==> src/rtl/core/hpt_pkg.sv <==
// hpt_pkg: shared constants, item types and internal unit interfaces
// for the homogeneous point transform; no dependencies
`timescale 1ns / 1ps

package hpt_pkg;

   localparam int WORD_BITS     = 32;
   localparam int FRACTION_BITS = 16;
   localparam int MAT_ENTRIES   = 16;
   localparam int MAT_IDX_BITS  = $clog2(MAT_ENTRIES);
   localparam int ACC_BITS      = 2 * WORD_BITS + 2;
   localparam int QUO_BITS      = WORD_BITS + FRACTION_BITS;
   localparam int QCNT_BITS     = $clog2(QUO_BITS);

   typedef logic [1:0] cmd_type;
   localparam cmd_type CMD_LOAD   = 2'd0;
   localparam cmd_type CMD_VECTOR = 2'd1;
   localparam cmd_type CMD_POINT  = 2'd2;

   typedef logic signed [WORD_BITS-1:0] word_type;

   localparam word_type WORD_MAX = {1'b0, {(WORD_BITS-1){1'b1}}};
   localparam word_type WORD_MIN = {1'b1, {(WORD_BITS-1){1'b0}}};
   localparam word_type FIX_ONE  =
      {{(WORD_BITS-FRACTION_BITS-1){1'b0}}, 1'b1, {FRACTION_BITS{1'b0}}};

   typedef struct packed {
      cmd_type                 cmd;
      logic [MAT_IDX_BITS-1:0] entry_index;
      word_type                entry_value;
      word_type                in_x;
      word_type                in_y;
      word_type                in_z;
      word_type                in_w;
   } req_type;

   typedef struct packed {
      word_type out_x;
      word_type out_y;
      word_type out_z;
      word_type out_w;
      logic     zero_divisor;
      logic     overflow;
   } rsp_type;

   typedef struct packed {
      logic     issue;
      logic     first;
      word_type a;
      word_type b;
   } mac_req_type;

   typedef struct packed {
      logic     start;
      word_type num;
      word_type den;
   } div_req_type;

   typedef struct packed {
      logic     done;
      word_type quotient;
      logic     overflow;
   } div_rsp_type;

endpackage

==> src/rtl/core/hpt_mac.sv <==
// hpt_mac: shared multiply-accumulate unit, one registered product per cycle
// depends on hpt_pkg
`timescale 1ns / 1ps

module hpt_mac (
   input  logic                                  clock,
   input  logic                                  reset,
   input  hpt_pkg::mac_req_type                  mac_req,
   output logic signed [hpt_pkg::ACC_BITS-1:0]   acc
);

   logic signed [2*hpt_pkg::WORD_BITS-1:0] prod_ff, prod_in;
   logic                                   vld_ff, vld_in;
   logic                                   first_ff, first_in;
   logic signed [hpt_pkg::ACC_BITS-1:0]    acc_ff, acc_in;
   logic signed [hpt_pkg::ACC_BITS-1:0]    acc_base;

   always_comb begin
      prod_in  = $signed(mac_req.a) * $signed(mac_req.b);
      vld_in   = mac_req.issue;
      first_in = mac_req.first;
      acc_base = first_ff ? '0 : acc_ff;
      acc_in   = acc_ff;
      if (vld_ff) begin
         acc_in = acc_base + hpt_pkg::ACC_BITS'(prod_ff);
      end
   end

   always_ff @(posedge clock) begin
      if (reset) begin
         vld_ff <= 1'b0;
      end else begin
         vld_ff <= vld_in;
      end
      prod_ff  <= prod_in;
      first_ff <= first_in;
      acc_ff   <= acc_in;
   end

   assign acc = acc_ff;

endmodule

==> config.mk <==
export PLATFORM = sky130hd
export DESIGN_NAME = hpt_mac
export DESIGN_NICKNAME = d
export VERILOG_FILES = /design/src/rtl/core/hpt_pkg.sv /design/src/rtl/core/hpt_mac.sv
export SDC_FILE = /design/constraint.sdc
export NUM_CORES = 2
export LEC_CHECK = 0
export BUFFER_PORTS_ARGS = -buffer_cell sky130_fd_sc_hd__clkbuf_2
export CAP_MARGIN = 20
export CORE_ASPECT_RATIO = 0.6
export CORE_MARGIN = 2
export CORE_UTILIZATION = 40
export CTS_BUF_LIST = sky130_fd_sc_hd__clkbuf_8
export CTS_CLUSTER_SIZE = 8
export DETAILED_ROUTE_END_ITERATION = 8
export GPL_TIMING_DRIVEN = 0
export HOLD_SLACK_MARGIN = 0.15
export SYNTH_ARGS = -nofsm -noshare
export SYNTH_HDL_FRONTEND = slang
export SYNTH_SLANG_ARGS = --single-unit
==> constraint.sdc <==
create_clock -name clock -period 19.6 [get_ports clock]
set_clock_uncertainty 0.2 [all_clocks]
set_input_delay 1.96 -clock clock [delete_from_list [all_inputs] [get_ports clock]]
set_output_delay 1.96 -clock clock [all_outputs]
set_load 0.02 [all_outputs]
* Word-level counts from Yosys, hierarchy flattened
Index checks and enable logic that the tools add are counted.
** Operators by class
- Multiplexer cells :: 1
- Add/sub/neg operators :: 1
- Multipliers :: 1
** Operators with widths (count)
- 66-bit by 64-bit adder with 66-bit output :: 1
- 66-bit 2-to-1 mux :: 1
- 32-bit by 32-bit multiplier with 64-bit output :: 1
** Storage, ports and cells
- Bits in registers :: 132
- Output and inout bits :: 66
- Word-level logic and storage cells :: 7

* Logic depth before layout (Yosys ltp)
- Depth after elaboration :: 2
- Depth in mapped cells :: 29
- Depth with buffers taken out :: 27

* Worst setup path after synthesis
Ideal clock, no wire load.
- Kind :: input-to-reg
- Start point :: in mac_req[63] (netlist bit)
- End point :: reg prod_ff[63] (netlist bit)
- Data arrival time :: 9244 ps
- Slack :: 10084 ps
- Stages :: 29
- Data required time :: 19328 ps
- Library setup time :: 72 ps
- Path buffers :: 2
- Cells stage by stage :: clkbuf_1 > nand2_1 > inv_1 > fa_1 > fa_1 > inv_1 > fa_1 > inv_1 > fa_1 > inv_1 > fa_1 > inv_1 > fa_1 > inv_1 > fa_1 > fa_1 > inv_1 > ha_1 > clkbuf_1 > and3_1 > nand2_1 > nor2_1 > o21ai_0 > o211ai_1 > or3_1 > o21ai_1 > o2111ai_1 > a21oi_1 > xnor2_1
** On the way
- Longest elaborated chain between the ends :: 1
** Ends and longest elaborated chain
- start: declaration :: RTL line hpt_mac.sv:8 : input hpt_pkg::mac_req_type mac_req,
- 32-bit by 32-bit multiplier with 64-bit output :: RTL line hpt_mac.sv:19 : prod_in = $signed(mac_req.a) * $signed(mac_req.b);
- named net prod_in, one bit :: RTL line hpt_mac.sv:12 : logic signed [2*hpt_pkg::WORD_BITS-1:0] prod_ff, prod_in;
- end signal: assignment :: RTL line hpt_mac.sv:35 : prod_ff <= prod_in;
- end: declaration :: RTL line hpt_mac.sv:12
The timed path passes the listed nets, and every way through them passes these cells.
A chain may end at the register's enable or synchronous reset.

* Worst setup path after layout
- Start point :: in mac_req[6] (netlist bit)
- End point :: reg prod_ff[63] (netlist bit)
Same word-level chain as after synthesis.

==> metrics.cfg <==
[clock_tree]
clk_pin_slew_worst_paths_ns = 0.08
cts-resized-gates = 0
cts.sinks = 132
hold_buffers = 0
postCtsSetupBuffers = 0
root_buffer = clkbuf_8
cts_tree = done
htreeDepth = 4
clkLatencyLatePin_ns = 0.47
cts.path.max_buffers = 2
cts_made_buffers = 17

[critical_path]
slowest_delay_ns = 0.98
critPathRequiredTime_ns = 19.80
cpMostUsedCell = fa_1
reg2reg_from = first_ff$_DFF_P_
crit_fanout = 10
crit_path_start = mac_req[6]
cp.arrival_ns = 11.90
critPathSlowestCell = fa_1
endpoint_kind = flip-flop
crit_type = in2reg
start_kind = input pin

[timing]
rsz0062_at_grt = false
finalMaxSlewViolations = 0
timing.slew.headroom = 0.0833
period_needed_ns = 11.71
max_freq_mhz = 85.4
setup_viol = 0
fin_crit_sh = 0.597
hold_viol = 0
tightest_slew_ns = 1.37
tns_ns = 0

[drt]
ant_nets = 0
viasPerCell = 5.37
vias = 33800
wire_per_inst_um = 26.8
first_pass_iters = 6
drt_iter0_markers = 4073
drc = 0
wl_um = 168000

[cells_and_area]
nFillCells = 10600
final_layout_size_suffix_gt1_frac = 0.0460
area_delta_synth_final_pct = 7.51
fin_util = 0.436
fin_nets = 6235

[synthesis]
ys.flop_type = edfxtp_1
syn_area_mm2 = 0.0437
avgSynthCellArea_um2 = 9.39
synth-edff-count = 66
yosys_warnings = 0
syn-num-nets = 6054
syn_inst = 4654
async_flop_share = 0
synth.distinct_cells = 75
ys_seq_area_frac = 0.0755
ys_seq_elements = 132

[placement]
gp_congestion = 1.04
port_buffers = 133
dp_hpwl_um = 143000

[floorplanning]
io_pins = 134
dieArea_mm2 = 0.112
coreArea_mm2 = 0.108
die_y_um = 260
initial_core_util = 0.405
rows = 93
die_x_um = 431

[job]
max_cap_viol_count = 0

[outcome]
outcome = finished clean

[global_routing]
use_met3 = 0.138
grt.busiest_layer = met1
grt_first_pass_wirelength_um = 247000
grt_pass1_vias = 34800
grt_overflow = 0
track_usage = 0.310
grt_max_degree = 43
grt_use_met1 = 0.456
antenna_found_initial = 23
gr-usage-met2 = 0.411

[worst_hold_path]
hold_start = prod_ff[0]$_DFF_P_
hold_path_class = reg2reg

synth_stat cells (4+ instances only):
library cell	number	area, um^2
a2111oi_0	4	35.0
a211oi_1	11	82.6
a21boi_0	4	30.0
a21o_1	68	510
a21oi_1	131	656
a221oi_1	7	61.3
a311oi_1	5	43.8
a31oi_1	12	75.1
a41oi_1	4	35.0
and2_1	519	3250
and3_1	11	68.8
clkbuf_1	229	860
dfxtp_1	66	1320
edfxtp_1	66	1980
fa_1	1083	21700
ha_1	249	3120
inv_1	1043	3920
nand2_1	564	2120
nand2b_1	25	156
nand3_1	28	140
nand4_1	20	125
nor2_1	80	300
nor2b_1	77	482
nor3_1	12	60.1
o211ai_1	18	135
o21a_1	14	105
o21ai_0	70	350
o21ai_1	7	35.0
o21bai_1	19	143
o31ai_1	6	45.0
or3_1	6	37.5
xnor2_1	92	806
xor2_1	39	342
cell usage in the layout, fill, tap and decap left out, types with 17 or more instances in the layout:
cell type and instances:
xor2_1 39, o21bai_1 19, inv_1 1043, a21oi_1 131, nand4_1 20, nand3_1 28
o211ai_1 18, fa_1 1083, and2_1 519, dfxtp_1 65, xnor2_1 92, o21ai_0 70
clkbuf_1 229, nand2_1 564, a21o_1 68, ha_1 249, nand2b_1 25, edfxtp_1 66
clkbuf_8 17, clkbuf_2 136, nor2_1 80, nor2b_1 77, buf_8 17
routing by layer:
metal  share of wire  vias to the layer above
li1                -                    14200
met1            0.44                    17300
met2            0.38                     2124
met3            0.15                      234
met4           0.024                        9
met5          0.0032                        -
cell families (layout without fill, tap and decap cells):
| kind of cell | after synthesis | after routing | synth area share |
|---|---|---|---|
| AO/OA/AOI/OAI | 420 | 420 | 0.0638 |
| AND/OR/NAND/NOR | 1358 | 1358 | 0.157 |
| adder cells (fa/ha/maj) | 1332 | 1332 | 0.567 |
| other | 0 | 16 | 0 |
| multiplexers | 2 | 2 | 0.000458 |
| buffers and inverters | 1279 | 1473 | 0.110 |
| XOR/XNOR | 131 | 131 | 0.0262 |
| flip-flops | 132 | 132 | 0.0755 |
state kept, by name (all words and copies together), names as in the netlist:
signal    cells
acc          66
prod_ff      64
vld_ff        1
first_ff      1
metrics by stage:
step           cells  hold WS (ns)  area, um^2  worst slack (ns)
5_1_grt         6278         0.369       47000              7.54
3_3_place_gp    6212         0.330       46200              7.58
6_report        6289         0.355       47000              7.89
4_1_cts         6256         0.361       46800              8.05
2_1_floorplan   4654         0.308       43700             10.08
3_5_place_dp    6224         0.341       46400              7.58
layout make-up:
cell class	count	area [um^2]	area share
Sequential cell	132	3310	0.0703
Timing Repair Buffer	162	1090	0.0231
Tap cell	1425	1780	0.0379
Antenna cell	16	40.0	0.000852
Multi-Input combinational cell	3243	35600	0.757
Clock inverter	15	139	0.00295
Buffer	236	901	0.0192
Inverter	1043	3920	0.0833
Clock buffer	17	234	0.00498
critical path, delay by kind of cell:
family                   cells  cell delay (ns)
XOR/XNOR                     1             0.15
AND/OR/NAND/NOR              2             0.64
AO/OA/AOI/OAI                7             1.69
adder cells (fa/ha/maj)      9             5.30
buffers and inverters        9             2.14
worst paths after layout:
path                    endpoint  slack, ns  depth (start not counted)
min reg2reg     acc[0]$_DFFE_PP_       0.36                          1
max reg2reg    acc[64]$_DFFE_PP_      14.25                         14
max          prod_ff[63]$_DFF_P_       7.89                         28
min             acc[0]$_DFFE_PP_       0.36                          1
Power is left out: the tool's default activity adds up to more than one toggle a clock period on the data nets, which glitch-free logic cannot reach.
