File: config.mk
export PLATFORM = sky130hd
export DESIGN_NAME = hpt_div
export DESIGN_NICKNAME = d
export VERILOG_FILES = /design/src/rtl/core/hpt_pkg.sv /design/src/rtl/core/hpt_div.sv
export SDC_FILE = /design/constraint.sdc
export NUM_CORES = 1
export LEC_CHECK = 0
export ABC_AREA = 1
export BUFFER_PORTS_ARGS = -buffer_cell sky130_fd_sc_hd__buf_2
export CORE_MARGIN = 1
export CORE_UTILIZATION = 38
export DETAILED_ROUTE_END_ITERATION = 6
export GPL_TIMING_DRIVEN = 1
export MAX_ROUTING_LAYER = met4
export PLACE_DENSITY = 0.58
export SKIP_CTS_REPAIR_TIMING = 1
export SLEW_MARGIN = 15
export SYNTH_ARGS = -nofsm -noshare
export SYNTH_HDL_FRONTEND = slang
export SYNTH_SLANG_ARGS = --single-unit
File: constraint.sdc
create_clock -name clock -period 4 [get_ports clock]
set_input_delay 0.2 -clock clock [delete_from_list [all_inputs] [get_ports clock]]
set_output_delay 0.2 -clock clock [all_outputs]
set_load 0.02 [all_outputs]
File: src/rtl/core/hpt_pkg.sv
// hpt_pkg: shared constants, item types and internal unit interfaces
// for the homogeneous point transform; no dependencies
`timescale 1ns / 1ps

package hpt_pkg;

   localparam int WORD_BITS     = 32;
   localparam int FRACTION_BITS = 16;
   localparam int MAT_ENTRIES   = 16;
   localparam int MAT_IDX_BITS  = $clog2(MAT_ENTRIES);
   localparam int ACC_BITS      = 2 * WORD_BITS + 2;
   localparam int QUO_BITS      = WORD_BITS + FRACTION_BITS;
   localparam int QCNT_BITS     = $clog2(QUO_BITS);

   typedef logic [1:0] cmd_type;
   localparam cmd_type CMD_LOAD   = 2'd0;
   localparam cmd_type CMD_VECTOR = 2'd1;
   localparam cmd_type CMD_POINT  = 2'd2;

   typedef logic signed [WORD_BITS-1:0] word_type;

   localparam word_type WORD_MAX = {1'b0, {(WORD_BITS-1){1'b1}}};
   localparam word_type WORD_MIN = {1'b1, {(WORD_BITS-1){1'b0}}};
   localparam word_type FIX_ONE  =
      {{(WORD_BITS-FRACTION_BITS-1){1'b0}}, 1'b1, {FRACTION_BITS{1'b0}}};

   typedef struct packed {
      cmd_type                 cmd;
      logic [MAT_IDX_BITS-1:0] entry_index;
      word_type                entry_value;
      word_type                in_x;
      word_type                in_y;
      word_type                in_z;
      word_type                in_w;
   } req_type;

   typedef struct packed {
      word_type out_x;
      word_type out_y;
      word_type out_z;
      word_type out_w;
      logic     zero_divisor;
      logic     overflow;
   } rsp_type;

   typedef struct packed {
      logic     issue;
      logic     first;
      word_type a;
      word_type b;
   } mac_req_type;

   typedef struct packed {
      logic     start;
      word_type num;
      word_type den;
   } div_req_type;

   typedef struct packed {
      logic     done;
      word_type quotient;
      logic     overflow;
   } div_rsp_type;

endpackage

File: src/rtl/core/hpt_div.sv
// hpt_div: restoring fixed point divider, one quotient bit per cycle,
// with sign handling and saturation; depends on hpt_pkg
`timescale 1ns / 1ps

module hpt_div (
   input  logic                 clock,
   input  logic                 reset,
   input  hpt_pkg::div_req_type div_req,
   output hpt_pkg::div_rsp_type div_rsp
);

   localparam int W = hpt_pkg::WORD_BITS;
   localparam int Q = hpt_pkg::QUO_BITS;
   localparam int F = hpt_pkg::FRACTION_BITS;
   localparam logic [Q-1:0] Q_MIN_MAG = {{(Q-W){1'b0}}, 1'b1, {(W-1){1'b0}}};

   logic [Q-1:0]                  nq_ff, nq_in;
   logic [W:0]                    rem_ff, rem_in;
   logic [W-1:0]                  ud_ff, ud_in;
   logic                          neg_ff, neg_in;
   logic                          busy_ff, busy_in;
   logic                          done_ff, done_in;
   logic [hpt_pkg::QCNT_BITS-1:0] cnt_ff, cnt_in;

   logic [W-1:0] num_mag;
   logic [W-1:0] den_mag;
   logic [W:0]   rem_sh;
   logic         fits;
   logic         big;
   logic         ovf;
   logic [W-1:0] q_low;

   always_comb begin
      num_mag = div_req.num[W-1] ? (~div_req.num + 1'b1) : div_req.num;
      den_mag = div_req.den[W-1] ? (~div_req.den + 1'b1) : div_req.den;
      rem_sh  = {rem_ff[W-1:0], nq_ff[Q-1]};
      fits    = rem_sh >= {1'b0, ud_ff};

      nq_in   = nq_ff;
      rem_in  = rem_ff;
      ud_in   = ud_ff;
      neg_in  = neg_ff;
      busy_in = busy_ff;
      cnt_in  = cnt_ff;
      done_in = 1'b0;

      if (div_req.start) begin
         nq_in   = {num_mag, {F{1'b0}}};
         rem_in  = '0;
         ud_in   = den_mag;
         neg_in  = div_req.num[W-1] ^ div_req.den[W-1];
         busy_in = 1'b1;
         cnt_in  = '0;
      end else if (busy_ff) begin
         rem_in = fits ? (rem_sh - {1'b0, ud_ff}) : rem_sh;
         nq_in  = {nq_ff[Q-2:0], fits};
         cnt_in = cnt_ff + 1'b1;
         if (cnt_ff == hpt_pkg::QCNT_BITS'(Q - 1)) begin
            busy_in = 1'b0;
            done_in = 1'b1;
         end
      end

      // quotient after the last step
      big   = |nq_ff[Q-1:W-1];
      ovf   = neg_ff ? (big && (nq_ff != Q_MIN_MAG)) : big;
      q_low = neg_ff ? (~nq_ff[W-1:0] + 1'b1) : nq_ff[W-1:0];

      div_rsp.done     = done_ff;
      div_rsp.overflow = ovf;
      div_rsp.quotient = ovf ? (neg_ff ? hpt_pkg::WORD_MIN : hpt_pkg::WORD_MAX)
                             : hpt_pkg::word_type'(q_low);
   end

   always_ff @(posedge clock) begin
      if (reset) begin
         busy_ff <= 1'b0;
         done_ff <= 1'b0;
      end else begin
         busy_ff <= busy_in;
         done_ff <= done_in;
      end
      nq_ff  <= nq_in;
      rem_ff <= rem_in;
      ud_ff  <= ud_in;
      neg_ff <= neg_in;
      cnt_ff <= cnt_in;
   end

endmodule

=== Word level (Yosys, flattened, before mapping) ===
Cells that the tools add are included.

* Reductions and logical operators: 4
* Order comparisons: 1
* Bitwise gates (word level): 5
* $add $sub $neg: 5
* Muxes and demuxes: 13
* Equality and inequality tests: 2

{| class="wikitable"
|+ Operator list
! kind !! count
|-
| $mux 32 || 5
|-
| $add 32x1->32 const B || 3
|-
| $mux 48 || 2
|-
| $not 32->32 || 3
|-
| $ne 48x32->1 const B || 1
|-
| $ge 33x32->1 || 1
|-
| $sub 32x32->32 || 1
|-
| $mux 31 || 1
|-
| $reduce_or 17->1 || 1
|-
| $add 6x1->6 const B || 1
|-
| $eq 6x6->1 const B || 1
|-
| $mux 1 || 5
|-
| $reduce_or 3->1 || 1
|-
| $reduce_bool 2->1 || 1
|-
| $logic_and 1x1->1 || 1
|-
| $not 1->1 || 1
|-
| $xor 1x1->1 || 1
|}

* Output and inout bits: 34
* Input port bits: 67
* Bits in registers: 121
* Word-level logic and storage cells: 39

=== Depth between registers and ports, before layout ===
Gate-level depths: netlist (run 1).

* Depth in word-level cells: 4
* Mapped depth: 16

=== Least setup slack after synthesis (run 1) ===
OpenSTA, ideal clock, no wires.

* Kind: input to register
* Start point: input div_req[64] in the netlist's numbering
* End point: register nq_ff[16], enable pin
* Buffers on the path: 2
* Data arrival time: 1,825 ps
* Stages on the path: 4
* Library setup time: 409 ps
* Setup slack: 1,766 ps
* Path through: clkbuf_1 -> nor2_1 -> clkinv_1 -> clkbuf_1

* Longest elaborated chain between the ends: 1

{| class="wikitable"
|+ RTL lines
! what !! line !! text
|-
| from (decl) || hpt_div.sv:8 || <nowiki>input hpt_pkg::div_req_type div_req,</nowiki>
|-
| $reduce_bool 2->1 (no line) || -- ||
|-
| to (signal assigned) || hpt_div.sv:83 || <nowiki>nq_ff <= nq_in;</nowiki>
|-
| to (decl) || hpt_div.sv:17 || <nowiki>logic [Q-1:0] nq_ff, nq_in;</nowiki>
|}

No other way between the ends.
A chain may end at the register's enable or synchronous reset.

==> results of run 1 <==
[area by class of cell]
| class | instances | area (um^2) |
|---|---|---|
| flip-flops and latches | 121 | 3070 |
| clock buffers | 23 | 522 |
| fillers | 2894 | 15100 |
| repair buffers | 108 | 566 |
| multi-input cells | 1209 | 6040 |
| clock inverters | 9 | 80.1 |
| well taps | 341 | 427 |
| inverters | 279 | 1050 |
[worst max-delay path, cell delays in order (launching register included)]
cell     delay (ns)
dfxtp_1        0.33
inv_1          0.13
ha_1           0.21
nand3_2        0.18
nor2_4         0.22
nand2_1        0.07
nor2_1         0.17
nand4_1        0.27
o21ai_4        0.64
nand2_1        0.13
nand2_1        0.08
buf_2          0.18
[Yosys cell counts, types with 7 or more instances]
cell type / instances
dfxtp_1: 56
buf_2: 7
nand2_1: 551
o22ai_1: 25
o21ai_1: 13
edfxtp_1: 65
o21ai_0: 64
xnor2_1: 20
nor2_1: 144
or2_2: 7
nand3b_1: 20
nor3_1: 28
nand2_2: 8
inv_1: 268
a21oi_1: 42
clkbuf_1: 21
ha_1: 36
nor4_1: 9
nand4_1: 24
xor2_1: 49
inv_2: 8
nand3_1: 125
[stage by stage]
| stage | util, % | total power [mW] |
|---|---|---|
| 5_1_grt | 43.7 | 3.90 |
| 6_report | 43.7 | 3.74 |
| 4_1_cts | 43.7 | 3.76 |
| 3_5_place_dp | 41.4 | 2.18 |
| 3_3_place_gp | 41.4 | 2.17 |
| 2_1_floorplan | - | 1.92 |
[kinds of logic (layout without fill, tap and decap cells)]
logic type	after synthesis	count (layout)
simple gates	940	940
buf+inv	321	419
compound gates	163	163
flops	121	121
xor+xnor	69	69
fa+ha+maj	37	37
[worst max path at each step]
stage                            from           to  depth (start not counted)
after floorplan           div_req[64]    nq_ff[16]                          4
after global placement       nq_ff[0]  div_rsp[21]                         11
after detailed placement     nq_ff[0]  div_rsp[12]                         11
after CTS                    nq_ff[0]  div_rsp[12]                         11
after global routing         nq_ff[0]  div_rsp[27]                         11
final                        nq_ff[0]  div_rsp[13]                         11
[power by group through the flow]
stage	Sequential [mW]	Combinational [mW]	Clock, mW
after global routing	1.45	0.798	1.65
after floorplan	1.45	0.471	0
after CTS	1.44	0.711	1.60
final	1.44	0.718	1.58
after detailed placement	1.47	0.708	0
after global placement	1.46	0.709	0
[flip-flops by register name, indices dropped and copies added (netlist names)]
signal / cells
done_ff: 1
cnt_ff: 6
nq_ff: 48
ud_ff: 32
rem_ff: 32
neg_ff: 1
busy_ff: 1
[per-layer routing]
metal  share of wire [%]  wire (um)
met5                   0          0
met4                 2.2        711
met3                 5.1       1640
met2                  43      13900
met1                  49      15900
==> results.cfg, run 1 <==
[cells_and_area]
final_layout_size_suffix_gt1_share_pct = 10.3
instances_no_fill = 2090
layout.nets = 1840
mostFrequentLayoutCell = nand2_1
synthToLayoutAreaGrowth_pct = 13.2
design_area_mm2 = 0.0118
layout_common_cells = nand2_1, inv_1, nor2_1
antenna_cells = 0

[min_path]
hold_path_class = primary input to register
min_delay_path_depth = 3
holdPathEnd = ud_ff[2]
worstHoldStart = div_req[2]

[placement]
place_area_mm2 = 0.0111
dpl_worst_slack_ns = 1.21
dp_hpwl_um = 25500
io_buffers = 100
place_inst = 2056
place.gp.congestion = 0.983

[timing]
setup_viol = 0
fin_crit_sh_pct = 81.1
fin_setup_tns_ns = 0
final.setup_skew_ns = 0.0137
slew_violations = 0
hold_violations = 0
holdWs_ns = 0.119
min_period_ns = 3.24
setup_ws_ns = 0.756
worstMarginPinSlew_ns = 0.860
rsz0062_at_grt = no
fmax_mhz = 308
relSlewSlack_pct = 42.5

[floorplan]
die_h_um = 167
die_area_mm2 = 0.0280
io_pins = 101
rows = 60
die_w_um = 167
floorplan.initialDensity_pct = 38.6
core_mm2 = 0.0269

[clocking]
insertion_delay_ns = 0.42
clk_path_buf_depth = 2
clkTransAtPathRegs_ns = 0.06
cts_buffers = 17
cts_tree = yes
clock_sinks = 121
cts-htree-levels = 4
cts_root_buffer = clkbuf_16

[flow_run]
maxCapViolCount = 0

[grt]
met2_usage_pct = 37.1
grt_util_met1_pct = 32.1
track_usage_pct = 24.0
grt_pass1_vias = 9968
top_usage_layer = met2
antenna_found_initial = 0
gr-total-overflow = 0
grt_max_degree = 51
grt_pass1_wl_um = 51400
use_met3_pct = 3.81

[pwr]
clockPowerShare_pct = 42.2
power_density_mw_per_mm2 = 318
internal_power_mw = 2.60
p_comb_share_pct = 19.2
p_seq_share_pct = 38.6
ir_worst_vdd_v = 0.000243
p_leak_nw = 6.00
p_sw_share_pct = 30.4
power_switching_mw = 1.14

[synthesis]
synth_cell_type_count = 46
yosysTopAreaCell = nand2_1
synth_top_area_share_pct = 19.9
yosys_warnings = 0
yosysSeqAreaShare_pct = 29.6
synth-compound-area-share_pct = 8.78
syn_nets = 1755
avgSynthCellArea_um2 = 6.29
synth_fa_ha_area_share_pct = 4.53
synth_area_leaders = nand2_1, edfxtp_1, dfxtp_1
synth_simple_gate_area_share_pct = 39.0
ys_ff_latch = 121
syn_area_mm2 = 0.0104
synth_xor_area_share_pct = 5.82
synthMuxAreaShare_pct = 0
synth_flop_cell = edfxtp_1
syn_inst = 1651
synth_edf_count = 65
async_flop_share_pct = 0
synth_top_family_by_area = simple AND/OR/NAND/NOR gates

[setup_path]
arrival_ns = 3.04
cp_data_required_time_ns = 3.80
reg2reg_from = ud_ff[19]
cp-end-kind = primary output
r2r_cells = 16
crit_fanout = 33
regToRegEndpoint = rem_ff[29]
rrSetupSlack_ns = 1.45
start_kind = register
crit_type = register to primary output

[detailed_routing]
avgViaCountPerCell = 5.06
first_pass_iters = 5
drtIter0Drc = 748
drt-total-wl_um = 32100
drtAntennaViolNets = 0
routed-via-count = 10600
drc = 0
wl_per_cell_um = 15.3

[run_status]
outcome = complete, no violations
Note: power is estimated with default switching activity, not from simulation.
==> run 2: changes to the inputs <==
==> constraint.sdc (replaced) <==
create_clock -name clock -period 3.05 [get_ports clock]
set_input_delay 0.1525 -clock clock [delete_from_list [all_inputs] [get_ports clock]]
set_output_delay 0.1525 -clock clock [all_outputs]
set_load 0.02 [all_outputs]
==> results.cfg, run 2 (synthesized netlist as in run 1, its figures left out) <==
[setup_path]
regToRegEndpoint = rem_ff[25]
arrival_ns = 2.70
cp-end-kind = primary output
slowest_delay_ns = 0.34
rrSetupSlack_ns = 0.52
crit_chain = inv_1, ha_1, nand3_2, nor2_4, nand2_1, nor2_1, nand4_1, buf_4, o21ai_4, buf_12, nand2_1, nand2_1, buf_2
crit_type = register to primary output
cp_data_required_time_ns = 2.90
r2r_cells = 14
crit_slowest_cell = dfxtp_1
crit_fanout = 14
cp_common_cell = nand2_1
reg2reg_from = ud_ff[30]
start_kind = register

[placement]
place.gp.congestion = 0.998
io_buffers = 100
dp_hpwl_um = 24500
place_inst = 2059
dpl_worst_slack_ns = 0.323
place_area_mm2 = 0.0112

[grt]
antenna_found_initial = 0
gr-total-overflow = 0
track_usage_pct = 23.6
grt_pass1_vias = 10200
grt_pass1_wl_um = 51300
grt_max_degree = 50

[timing]
worstMarginPinSlew_ns = 1.11
rsz0062_at_grt = no
slew_violations = 0
hold_violations = 0
fin_crit_sh_pct = 93.4
min_period_ns = 2.85
final.setup_skew_ns = 0.0138
relSlewSlack_pct = 25.2
setup_viol = 0
fmax_mhz = 351
setup_ws_ns = 0.201

[cells_and_area]
design_area_mm2 = 0.0118
instances_no_fill = 2097
multi_input_area_mm2 = 0.00606
regArea_mm2 = 0.00307
synthToLayoutAreaGrowth_pct = 13.8
antenna_cells = 0
final_layout_size_suffix_gt1_share_pct = 10.9
layout_common_cells = nand2_1, inv_1, nor2_1
post-route-util_pct = 43.9
mostFrequentLayoutCell = nand2_1
fillers = 2841
largest_reg_flops = 48
reg_top3 = nq_ff x48, rem_ff x32, ud_ff x32
layout.nets = 1847
regMostFlops = nq_ff

[pwr]
p_leak_nw = 6.03
power_density_mw_per_mm2 = 409
ir_worst_vdd_v = 0.000301

[floorplan]
rows = 60
core_mm2 = 0.0269
die_area_mm2 = 0.0280
die_h_um = 167
io_pins = 101
die_w_um = 167
floorplan.initialDensity_pct = 38.6

[detailed_routing]
drt-total-wl_um = 31100
drtAntennaViolNets = 0
drtIter0Drc = 753
wl_per_cell_um = 14.8
drc = 0
avgViaCountPerCell = 5.09
first_pass_iters = 5
routed-via-count = 10700

[clocking]
cts_root_buffer = clkbuf_16
clk_path_buf_depth = 2
clkTransAtPathRegs_ns = 0.06
clock_sinks = 121
insertion_delay_ns = 0.43
cts_buffers = 17
cts-htree-levels = 4
cts_tree = yes

[min_path]
holdPathEnd = ud_ff[4]
min_delay_path_depth = 2
worstHoldStart = div_req[4]
hold_path_class = primary input to register

[run_status]
outcome = complete, no violations

[flow_run]
maxCapViolCount = 0
[run 2: layer usage]
metal	wire, um	global-route usage (%)	share of wire [%]
met4	886	8.18	2.9
met5	0	-	0
met3	1720	2.84	5.5
met1	14800	31.6	48
met2	13700	36.7	44
[run 2: worst max-delay path: cells and delay by family (launching register included)]
| family | cells | cell delay [ns] |
|---|---|---|
| simple gates | 7 | 0.87 |
| buf+inv | 4 | 0.65 |
| flops | 1 | 0.34 |
| fa+ha+maj | 1 | 0.21 |
| compound gates | 1 | 0.21 |
[run 2: stage by stage]
step	hold WS (ns)	total power, mW	TNS [ns]
floorplan	0.231	2.52	0
global placement	0.341	2.85	0
detailed placement	0.336	2.85	0
CTS	-0.123	4.85	-4.27
global route	0.0526	5.06	0
finish	0.0647	4.83	0
[run 2: worst max-delay path by stage]
stage | startpoint | endpoint | slack [ns]
2_1_floorplan | div_req[64] | nq_ff[16] | 0.86
3_3_place_gp | nq_ff[0] | div_rsp[6] | 0.39
3_5_place_dp | nq_ff[0] | div_rsp[4] | 0.32
4_1_cts | nq_ff[0] | div_rsp[4] | -0.15
5_1_grt | nq_ff[0] | div_rsp[27] | 0.01
6_report | nq_ff[0] | div_rsp[7] | 0.20
[run 2: cell type report]
cell class,count,share of cell area [%]
Multi-Input combinational cell,1210,51.3
Sequential cell,121,26.0
Inverter,279,8.87
Timing Repair Buffer,114,5.38
Clock buffer,18,3.81
Tap cell,341,3.61
Clock inverter,14,1.02
[run 2: report_power, final]
part           total, mW  switching [mW]  internal (mW)
Combinational      0.935           0.640          0.295
Sequential          1.90          0.0599           1.84
Clock               2.00           0.883           1.12
==> run 3: changes to the inputs <==
--- a/config.mk
+++ b/config.mk
@@ -7,8 +7,9 @@
 export LEC_CHECK = 0
 export ABC_AREA = 1
 export BUFFER_PORTS_ARGS = -buffer_cell sky130_fd_sc_hd__buf_2
-export CORE_MARGIN = 1
+export CORE_MARGIN = 4
 export CORE_UTILIZATION = 38
+export CTS_CLUSTER_SIZE = 8
 export DETAILED_ROUTE_END_ITERATION = 6
 export GPL_TIMING_DRIVEN = 1
 export MAX_ROUTING_LAYER = met4
==> results.cfg, run 3 (synthesized netlist as in run 1, its figures left out) <==
[placement]
place_inst = 2061
place.gp.congestion = 0.966
io_buffers = 100
dp_hpwl_um = 25100

[timing]
final.setup_skew_ns = 0.0130
rsz0062_at_grt = no
min_period_ns = 2.85
hold_violations = 0
fin_setup_tns_ns = 0
relSlewSlack_pct = 22.7
setup_viol = 0
fmax_mhz = 351
slew_violations = 0
worstMarginPinSlew_ns = 1.15
fin_crit_sh_pct = 93.4

[flow_run]
maxCapViolCount = 0

[grt]
grt_max_degree = 50
gr-total-overflow = 0
grt_pass1_vias = 10000
top_usage_layer = met2
track_usage_pct = 21.4
grt_util_met1_pct = 29.0
use_met3_pct = 2.33
met2_usage_pct = 34.3
grt_pass1_wl_um = 51100
antenna_found_initial = 0

[setup_path]
crit_type = register to primary output
cp_data_required_time_ns = 2.90
start_kind = register
arrival_ns = 2.70
cp-end-kind = primary output
crit_fanout = 17

[detailed_routing]
routed-via-count = 10600
avgViaCountPerCell = 5.04
drc = 0
wl_per_cell_um = 15.1
drtAntennaViolNets = 0
first_pass_iters = 6
drtIter0Drc = 776
drt-total-wl_um = 31600

[clocking]
clkTransAtPathRegs_ns = 0.06
clock_sinks = 121
cts_buffers = 17
insertion_delay_ns = 0.42
cts-htree-levels = 4
clk_path_buf_depth = 2
cts_root_buffer = clkbuf_16
cts_tree = yes

[run_status]
outcome = complete, no violations

[cells_and_area]
mostFrequentLayoutCell = nand2_1
layout.nets = 1849
instances_no_fill = 2099
layout_common_cells = nand2_1, inv_1, nor2_1
regMostFlops = nq_ff
synthToLayoutAreaGrowth_pct = 14.0
antenna_cells = 0
post-route-util_pct = 44.0
final_layout_size_suffix_gt1_share_pct = 11.0
reg_top3 = nq_ff x48, rem_ff x32, ud_ff x32
largest_reg_flops = 48

[floorplan]
rows = 60
die_h_um = 173
io_pins = 101
die_w_um = 173
floorplan.initialDensity_pct = 38.6
die_area_mm2 = 0.0300
core_mm2 = 0.0269

[min_path]
hold_path_class = primary input to register

[pwr]
p_leak_nw = 6.04
ir_worst_vdd_v = 0.000312
power_density_mw_per_mm2 = 407
run 3: cell count changes in the layout (fill, tap and decap cells not counted):
cell        change
inv_4           -3
clkinv_4        +1
nor2_1          -1
clkinv_2        +1
clkinvlp_4      +1
nor2_2          +1
buf_4           +2
run 3: cell type report:
| class | instances | area, um^2 |
|---|---|---|
| sequential | 121 | 3070 |
| inverter | 279 | 1050 |
| timing repair buffer | 116 | 651 |
| clock buffer | 18 | 450 |
| clock inverter | 14 | 123 |
| tap | 341 | 427 |
| multi-input combinational | 1210 | 6060 |
| fill | 2861 | 15000 |
run 3: metrics by stage:
step           setup WS, ns  total power [mW]  instance area [um^2]  hold slack [ns]
6_report              0.200              4.81                 11800           0.0692
5_1_grt              0.0222              5.04                 11800           0.0752
4_1_cts              -0.330              4.84                 11700           -0.113
3_5_place_dp          0.138              2.85                 11200            0.343
3_3_place_gp          0.186              2.85                 11200            0.342
2_1_floorplan         0.864              2.52                 10400            0.231
run 3: final timing paths:
kind / startpoint / endpoint / slack (ns) / depth (start not counted)
max: nq_ff[0] / div_rsp[1] / 0.20 / 13
min: div_req[4] / ud_ff[4] / 0.07 / 2
max reg2reg: rem_ff[18] / rem_ff[26] / 0.56 / 15
min reg2reg: rem_ff[20] / rem_ff[20] / 0.47 / 2
run 3: routing by layer:
metal,share of wire [%],up-vias
li1,-,5418
met1,47,4753
met2,45,351
met3,5.5,54
met4,2.1,0
met5,0,-
run 3: worst max-delay path, stage by stage (launching register included):
cell	delay [ns]
dfxtp_1	0.34
inv_1	0.13
ha_1	0.20
nand3_2	0.18
nor2_4	0.23
nand2_1	0.09
nor2_2	0.20
nand4_1	0.11
buf_4	0.19
o21ai_4	0.17
buf_12	0.16
nand2_1	0.06
nand2_1	0.05
buf_2	0.16
run 3: report_power, final:
part           leakage, nW  internal [mW]  switching [mW]  total (mW)
clock                0.282           1.12           0.864        1.98
combinational         4.65          0.296           0.642       0.938
sequential            1.11           1.83          0.0560        1.89
